### config.mk
export PLATFORM = sky130hd
export DESIGN_NAME = coalescing_priority_command_queue
export DESIGN_NICKNAME = d
export VERILOG_FILES = /design/src/cpcq_pkg.sv /design/src/cpcq_cell.sv /design/src/coalescing_priority_command_queue.sv
export SDC_FILE = /design/constraint.sdc
export NUM_CORES = 2
export LEC_CHECK = 0
export BUFFER_PORTS_ARGS = -buffer_cell sky130_fd_sc_hd__buf_2
export CAP_MARGIN = 0
export CELL_PAD_IN_SITES_DETAIL_PLACEMENT = 1
export CELL_PAD_IN_SITES_GLOBAL_PLACEMENT = 1
export CORE_MARGIN = 4
export CORE_UTILIZATION = 29
export CTS_BUF_LIST = sky130_fd_sc_hd__clkbuf_16
export CTS_CLUSTER_SIZE = 10
export DETAILED_ROUTE_END_ITERATION = 12
export PLACE_DENSITY_LB_ADDON = 0.1
export SYNTH_ARGS = -nofsm -noshare
export SYNTH_HDL_FRONTEND = slang
export SYNTH_SLANG_ARGS = --single-unit
### constraint.sdc
create_clock -name clk -period 15.44 [get_ports clk]
set_input_delay 0.772 -clock clk [delete_from_list [all_inputs] [get_ports clk]]
set_output_delay 0.772 -clock clk [all_outputs]
set_load 0.03 [all_outputs]
### src/cpcq_pkg.sv
package cpcq_pkg;

  // what one handshake moves on the input side
  typedef enum logic [1:0] {
    MODE_PUSH  = 2'd0,
    MODE_POP   = 2'd1,
    MODE_CLEAR = 2'd2,
    MODE_NONE  = 2'd3
  } mode_t;

  localparam logic [1:0] ST_COAL   = 2'd0;
  localparam logic [1:0] ST_FREE   = 2'd1;
  localparam logic [1:0] ST_EVICT  = 2'd2;
  localparam logic [1:0] ST_REJECT = 2'd3;

  // slots of the index bundle carried by the scan token
  localparam int SEL_MATCH = 0;
  localparam int SEL_FREE  = 1;
  localparam int SEL_MAX   = 2;
  localparam int SEL_MIN   = 3;
  localparam int SEL_N     = 4;

  typedef struct packed {
    logic [7:0]  opcode;
    logic        is_set;
    logic [7:0]  prio;
    logic [3:0]  attempts;
    logic        long_timeout;
    logic [31:0] payload;
    logic [2:0]  payload_bytes;
    logic [7:0]  response_length;
    logic [15:0] value_word;
  } entry_t;

  // partial search result handed from cell to cell
  typedef struct packed {
    logic       match_hit;
    logic [3:0] match_att;
    logic       free_hit;
    logic [7:0] max_prio;
    logic       min_hit;
    entry_t     min_ent;
  } scan_t;

  // update broadcast to all cells at the end of a scan
  typedef struct packed {
    logic   wr;
    logic   pop;
    logic   clr;
    entry_t ent;
  } act_t;

endpackage

### src/cpcq_cell.sv
module cpcq_cell
  import cpcq_pkg::*;
#(
  parameter int SLOT_COUNT = 8,
  parameter int CELL_IDX = 0,
  localparam int IDX_W = (SLOT_COUNT > 1) ? $clog2(SLOT_COUNT) : 1
) (
  input  logic                            clk,
  input  logic                            rst,
  input  entry_t                          req,
  input  act_t                            act,
  input  logic [IDX_W-1:0]                act_idx,
  input  logic                            tok_vld_in,
  input  scan_t                           tok_in,
  input  logic [SEL_N-1:0][IDX_W-1:0]     idx_in,
  output logic                            tok_vld_out,
  output scan_t                           tok_out,
  output logic [SEL_N-1:0][IDX_W-1:0]     idx_out
);

  localparam logic [IDX_W-1:0] MY_IDX = IDX_W'(CELL_IDX);

  logic                        slot_vld;
  entry_t                      slot;
  scan_t                       tok_next;
  logic [SEL_N-1:0][IDX_W-1:0] idx_next;
  logic                        sel;

  assign sel = (act_idx == MY_IDX);

  always_comb begin
    tok_next = tok_in;
    idx_next = idx_in;
    // first occupied slot with the same key
    if (!tok_in.match_hit && slot_vld && slot.opcode == req.opcode &&
        slot.is_set == req.is_set) begin
      tok_next.match_hit  = 1'b1;
      tok_next.match_att  = slot.attempts;
      idx_next[SEL_MATCH] = MY_IDX;
    end
    if (!tok_in.free_hit && !slot_vld) begin
      tok_next.free_hit  = 1'b1;
      idx_next[SEL_FREE] = MY_IDX;
    end
    // eviction candidate, only used when every slot is occupied
    if (slot.prio > tok_in.max_prio) begin
      tok_next.max_prio = slot.prio;
      idx_next[SEL_MAX] = MY_IDX;
    end
    if (slot_vld && (!tok_in.min_hit || slot.prio < tok_in.min_ent.prio)) begin
      tok_next.min_hit  = 1'b1;
      tok_next.min_ent  = slot;
      idx_next[SEL_MIN] = MY_IDX;
    end
  end

  always_ff @(posedge clk) begin
    if (rst) begin
      tok_vld_out <= 1'b0;
      slot_vld    <= 1'b0;
    end else begin
      tok_vld_out <= tok_vld_in;
      if (act.clr) begin
        slot_vld <= 1'b0;
      end else if (act.wr && sel) begin
        slot_vld <= 1'b1;
      end else if (act.pop && sel) begin
        slot_vld <= 1'b0;
      end
    end
    tok_out <= tok_next;
    idx_out <= idx_next;
    if (act.wr && sel) begin
      slot <= act.ent;
    end
  end

endmodule

### src/coalescing_priority_command_queue.sv
// channel | signals                            | direction
// --------+------------------------------------+----------
// in      | in_valid, in_ready, mode .. value  | into block
// out     | out_valid, out_ready, push_status  | out of block
//         | .. out_value_word, drop_total      |
//
// the result is registered after the item is accepted through a launch step, the
// scan token walking the cell row one slot per cycle, and the update step; the
// next item is taken only once the block is back in idle
// reset clears all slot valid bits, the drop count and the output valid flag
// a stalled result holds the update step; no new item is accepted meanwhile
module coalescing_priority_command_queue
  import cpcq_pkg::*;
#(
  parameter int SLOT_COUNT = 8
) (
  input  logic        clk,
  input  logic        rst,
  input  logic        in_valid,
  output logic        in_ready,
  input  logic [1:0]  mode,
  input  logic [7:0]  opcode,
  input  logic        is_set,
  input  logic [7:0]  priority_req,
  input  logic [3:0]  attempts,
  input  logic        long_timeout,
  input  logic [31:0] payload,
  input  logic [2:0]  payload_bytes,
  input  logic [7:0]  response_length,
  input  logic [15:0] value_word,
  output logic        out_valid,
  input  logic        out_ready,
  output logic [1:0]  push_status,
  output logic        entry_valid,
  output logic [7:0]  out_opcode,
  output logic        out_is_set,
  output logic [7:0]  out_priority,
  output logic [3:0]  out_attempts,
  output logic        out_long_timeout,
  output logic [31:0] out_payload,
  output logic [2:0]  out_payload_bytes,
  output logic [7:0]  out_response_length,
  output logic [15:0] out_value_word,
  output logic [31:0] drop_total
);

  localparam int IDX_W = (SLOT_COUNT > 1) ? $clog2(SLOT_COUNT) : 1;

  typedef enum logic [1:0] {
    S_IDLE,
    S_LAUNCH,
    S_SCAN,
    S_DONE
  } state_t;

  state_t      state;
  mode_t       req_mode;
  entry_t      req;
  entry_t      out_ent;
  logic [31:0] drop_cnt;

  logic                        chain_vld [SLOT_COUNT+1];
  scan_t                       chain_tok [SLOT_COUNT+1];
  logic [SEL_N-1:0][IDX_W-1:0] chain_idx [SLOT_COUNT+1];

  scan_t                       tail;
  logic [SEL_N-1:0][IDX_W-1:0] tail_idx;
  logic                        tail_vld;

  act_t             act;
  logic [IDX_W-1:0] act_idx;
  logic             fire;
  logic [1:0]       status_next;
  logic             hit_next;
  entry_t           ent_next;
  logic [31:0]      drop_next;

  assign chain_vld[0] = (state == S_LAUNCH);
  assign chain_tok[0] = '0;
  assign chain_idx[0] = '0;

  for (genvar i = 0; i < SLOT_COUNT; i++) begin : g_cell
    cpcq_cell #(
      .SLOT_COUNT(SLOT_COUNT),
      .CELL_IDX  (i)
    ) u_cell (
      .clk        (clk),
      .rst        (rst),
      .req        (req),
      .act        (act),
      .act_idx    (act_idx),
      .tok_vld_in (chain_vld[i]),
      .tok_in     (chain_tok[i]),
      .idx_in     (chain_idx[i]),
      .tok_vld_out(chain_vld[i+1]),
      .tok_out    (chain_tok[i+1]),
      .idx_out    (chain_idx[i+1])
    );
  end

  assign tail     = chain_tok[SLOT_COUNT];
  assign tail_idx = chain_idx[SLOT_COUNT];
  assign tail_vld = chain_vld[SLOT_COUNT];

  assign in_ready = (state == S_IDLE);
  assign fire     = (state == S_DONE) && (!out_valid || out_ready);

  always_comb begin
    act         = '0;
    act.ent     = req;
    act_idx     = '0;
    status_next = ST_COAL;
    hit_next    = 1'b0;
    ent_next    = '0;
    drop_next   = drop_cnt;
    case (req_mode)
      MODE_PUSH: begin
        if (tail.match_hit) begin
          act.wr  = fire;
          act_idx = tail_idx[SEL_MATCH];
          if (tail.match_att > req.attempts) begin
            act.ent.attempts = tail.match_att;
          end
        end else if (tail.free_hit) begin
          act.wr      = fire;
          act_idx     = tail_idx[SEL_FREE];
          status_next = ST_FREE;
        end else begin
          drop_next = drop_cnt + 32'd1;
          act_idx   = tail_idx[SEL_MAX];
          if (tail.max_prio >= req.prio) begin
            act.wr      = fire;
            status_next = ST_EVICT;
          end else begin
            status_next = ST_REJECT;
          end
        end
      end
      MODE_POP: begin
        if (tail.min_hit) begin
          act.pop  = fire;
          act_idx  = tail_idx[SEL_MIN];
          hit_next = 1'b1;
          ent_next = tail.min_ent;
        end
      end
      MODE_CLEAR: begin
        act.clr = fire;
      end
      default: begin
      end
    endcase
  end

  always_ff @(posedge clk) begin
    if (rst) begin
      state     <= S_IDLE;
      out_valid <= 1'b0;
      drop_cnt  <= '0;
    end else begin
      if (fire) begin
        out_valid <= 1'b1;
      end else if (out_ready) begin
        out_valid <= 1'b0;
      end
      case (state)
        S_IDLE: begin
          if (in_valid) begin
            state <= S_LAUNCH;
          end
        end
        S_LAUNCH: begin
          state <= S_SCAN;
        end
        S_SCAN: begin
          if (tail_vld) begin
            state <= S_DONE;
          end
        end
        S_DONE: begin
          if (fire) begin
            drop_cnt <= drop_next;
            state    <= S_IDLE;
          end
        end
        default: begin
          state <= S_IDLE;
        end
      endcase
    end
    if (in_valid && in_ready) begin
      req_mode            <= mode_t'(mode);
      req.opcode          <= opcode;
      req.is_set          <= is_set;
      req.prio            <= priority_req;
      req.attempts        <= attempts;
      req.long_timeout    <= long_timeout;
      req.payload         <= payload;
      req.payload_bytes   <= payload_bytes;
      req.response_length <= response_length;
      req.value_word      <= value_word;
    end
    if (fire) begin
      push_status <= status_next;
      entry_valid <= hit_next;
      out_ent     <= ent_next;
    end
  end

  assign out_opcode          = out_ent.opcode;
  assign out_is_set          = out_ent.is_set;
  assign out_priority        = out_ent.prio;
  assign out_attempts        = out_ent.attempts;
  assign out_long_timeout    = out_ent.long_timeout;
  assign out_payload         = out_ent.payload;
  assign out_payload_bytes   = out_ent.payload_bytes;
  assign out_response_length = out_ent.response_length;
  assign out_value_word      = out_ent.value_word;
  assign drop_total          = drop_cnt;

  a_drop_only_on_update: assert property (@(posedge clk) disable iff (rst)
    (state != S_DONE) |=> $stable(drop_cnt))
    else $error("drop count moved outside the update step");

  a_pop_no_push_status: assert property (@(posedge clk) disable iff (rst)
    (out_valid && entry_valid) |-> (push_status == ST_COAL))
    else $error("popped item carries a push status");

  a_single_action: assert property (@(posedge clk) disable iff (rst)
    act.wr |-> (!act.pop && !act.clr && fire))
    else $error("conflicting slot updates");

  a_tail_in_scan: assert property (@(posedge clk) disable iff (rst)
    tail_vld |-> (state == S_SCAN))
    else $error("scan token left the row outside the scan");

endmodule
==> flow_metrics.tcl <==
set metrics [dict create \
    drive_gt1_share_pct 14.72 \
    cp-end-kind "flop" \
    path_cells "and3b_4 > a222oi_1 > nand2b_1 > nand3b_1 > clkinv_2 > buf_4" \
    crit_required_ns 15.89 \
    ys.flop_type "dfxtp_1" \
    critPathBufInv 2 \
    portBuffers 204 \
    ys_types 57 \
    reg2reg_depth 6 \
    grt_use_total_pct 17.91 \
    p_leak_nw 26.84 \
    powerDensity_mw_per_mm2 131.3 \
    top_layer_used "met4" \
    die_width_um 490.7 \
    ff2ff_setup_slack_ns 11.23 \
    nNetsFinal 6161 \
    clock_latency_ns 0.85 \
    clock_sinks 1702 \
    critPathKind "flop to flop" \
    setup_ws_ns 11.23 \
    ir_worst_vdd_mv 0.09814 \
    fin_crit_ns 4.209 \
    fp.dieH_um 490.7 \
    yosysWarningCount 0 \
    synth_nets 6118 \
    syn_inst 5909 \
    finalHoldViolCount 0 \
    timing.rr.start "req_mode[1]" \
    cap_violations 0 \
    postCtsHoldBufs 0 \
    critPathMaxStageDelay_ns 0.83 \
    post_cts_buffers 0 \
    clockBufferDepth 3 \
    slew_violations 0 \
    antenna_found_initial 11 \
    maxSlewHeadroom_pct 21.47 \
    grt_pass1_wl_um 331600 \
    drc 0 \
    cts-root-buf "clkbuf_16" \
    cp_top_family "buffers and inverters" \
    syn_avg_cell_area_um2 11.43 \
    min_from "payload[13]" \
    vias_per_cell 5.189 \
    grt_max_degree 165 \
    met3_length_um 8580 \
    synthArstFlopShare_pct 0 \
    fmax_mhz 237.6 \
    cpMaxStageDelayCell "a222oi_1" \
    r2r_end "g_cell[2].u_cell.slot[33]" \
    htree_levels 4 \
    via_count 47520 \
    ys_ff_latch 1702 \
    wl_met1_um 104700 \
    critical_path_arrival_ns 4.66 \
    drt_iter0_markers 2857 \
    start_kind "flop" \
    seq_area_frac_synth_pct 62.51 \
    antenna_left 0 \
    dp_worst_setup_slack_ns 11.20 \
    fin_crit_sh_pct 27.26 \
    rsz0062_at_grt "no" \
    grt_pass1_vias 50440 \
    worstMarginPinSlew_ns 1.178 \
    gr-total-overflow 0 \
    num_rows 176 \
    coreArea_mm2 0.2308 \
    run_status "finished clean" \
    clkTransAtPathRegs_ns 0.06 \
    dieArea_mm2 0.2407 \
    place.gp.congestion 0.7520 \
    first_pass_iters 8 \
    critPathMaxFanout 48 \
    wl_met2_um 102400 \
    cts_buffers 203 \
    min_to "act[40]" \
    boundaryPins 205 \
    hold_depth 1 \
    synth-edff-count 815 \
    tns_ns 0 \
    skew_ns 0.03595 \
    setup_viol 0 \
    area_growth_pct 14.83 \
    dp_hpwl_um 133800 \
    wirelength_um 220800 \
    start_util_pct 29.27 \
    cts_resized 0 \
    cts_tree "yes" \
    routedWlPerCell_um 24.11 \
    synth_area_mm2 0.06756 \
    hp-class "input port to flop" \
    post-route-util_pct 33.62 \
]
[cell usage after synthesis (all sizes together) (9+ instances only)]
cell type  instances  area share [%]
a21o              12            0.13
a21oi             39            0.29
a221oi            34            0.44
a31oi            329             3.0
and2             180             1.7
and3              42            0.39
and4               9            0.12
buf               67            0.42
clkbuf           388             2.2
dfxtp            887              26
edfxtp           815              36
ha               122             2.3
inv              442             2.5
mux2             303             5.1
nand2            372             2.1
nand2b            48            0.44
nand3            367             2.7
nand4            384             3.6
nor2              66            0.37
nor2b             36            0.33
nor3               9           0.067
nor3b             10            0.11
nor4              23            0.21
o2111ai           32            0.41
o211ai           328             3.6
o21a              27            0.30
o21ai            366             2.7
or2               24            0.22
xnor2             31            0.40
xor2              56            0.73
[flip-flops by register name, summed over array words and instances (netlist names), 3 cells and up]
name / flops
g_cell.u_cell.tok_out: 768
g_cell.u_cell.slot: 648
act: 77
g_cell.u_cell.idx_out: 68
drop_total: 32
out_payload: 32
out_value_word: 16
g_cell.u_cell.slot_vld: 8
g_cell.u_cell.tok_vld_out: 8
out_opcode: 8
out_priority: 8
out_response_length: 8
out_attempts: 4
req: 4
out_payload_bytes: 3
[layout by cell type, fill, tap and decap left out, drive strengths merged, types with 5 or more instances in the layout]
cell	instances
a21o	12
a21oi	39
a221oi	34
a31oi	329
and2	180
and3	42
and4	9
buf	293
clkbuf	205
clkinv	51
dfxtp	887
edfxtp	815
ha	122
inv	565
mux2	303
nand2	372
nand2b	48
nand3	367
nand3b	7
nand4	384
nor2	66
nor2b	36
nor3	9
nor3b	10
nor4	23
o2111ai	32
o211ai	328
o21a	27
o21ai	366
or2	24
or3	8
or4	5
xnor2	31
xor2	56
[worst max path at each step]
stage	end	start	depth (start not counted)	slack (ns)
finish	g_cell[2].u_cell.slot[33]	req_mode[1]	6	11.23
global route	g_cell[2].u_cell.slot[33]	act[68]	8	10.93
CTS	g_cell[2].u_cell.slot[60]	req_mode[1]	6	11.18
detailed placement	g_cell[2].u_cell.slot[33]	req_mode[1]	6	11.20
global placement	g_cell[2].u_cell.slot[32]	act[71]	8	11.20
floorplan	g_cell[0].u_cell.slot[0]	out_ready	5	8.84
[layer usage]
layer	up-vias	global-route usage (%)
li1	21810	-
met1	24380	24.57
met2	999	29.49
met3	321	2.633
met4	0	4.753
met5	-	0
[stage by stage]
stage / hold WS, ns / std cells / power, mW / instance area (um^2)
2_1_floorplan: 0.3492 / 5909 / 5.605 / 67560
3_3_place_gp: 0.3870 / 8773 / 5.963 / 71510
3_5_place_dp: 0.3605 / 8773 / 5.972 / 71510
4_1_cts: 0.008467 / 9154 / 10.38 / 77570
5_1_grt: 0.03033 / 9155 / 10.64 / 77570
6_report: 0.09940 / 9158 / 10.19 / 77580
[cell families after synthesis]
kind of cell / Yosys count / share of synthesized area (%)
and+or+nand+nor: 1596 / 12.59
AOI/OAI and AO/OA: 1198 / 11.37
xor gates and xnor gates: 87 / 1.128
muxes: 307 / 5.110
DFF: 1702 / 62.51
adders and majority gates: 122 / 2.259
buffers and inverters: 897 / 5.032
[report_power, final]
| part | total [mW] | internal (mW) | switching [mW] | leakage (nW) |
|---|---|---|---|---|
| clock network | 4.33 | 2.40 | 1.93 | 3.38 |
| registers | 5.24 | 5.01 | 0.227 | 14.7 |
| logic | 0.616 | 0.198 | 0.418 | 8.80 |
| total | 10.2 | 7.61 | 2.58 | 26.8 |
[cell type report]
cell class | instances | area [um^2]
diodes | 4 | 10.01
multi-input cells | 3310 | 22080
flip-flops and latches | 1702 | 42260
repair buffers | 293 | 1702
fillers | 24920 | 153200
inverters | 442 | 1683
clock inverters | 176 | 927.1
well taps | 3026 | 3786
clock buffers | 205 | 5130
[worst reg2reg max path: stages (launching register included)]
cell and delay [ns]:
edfxtp_1 0.48, and3b_4 0.38, a222oi_1 0.83, nand2b_1 0.21
nand3b_1 0.28, clkinv_2 0.75, buf_4 0.84
Power figures use the tool's default switching activity.
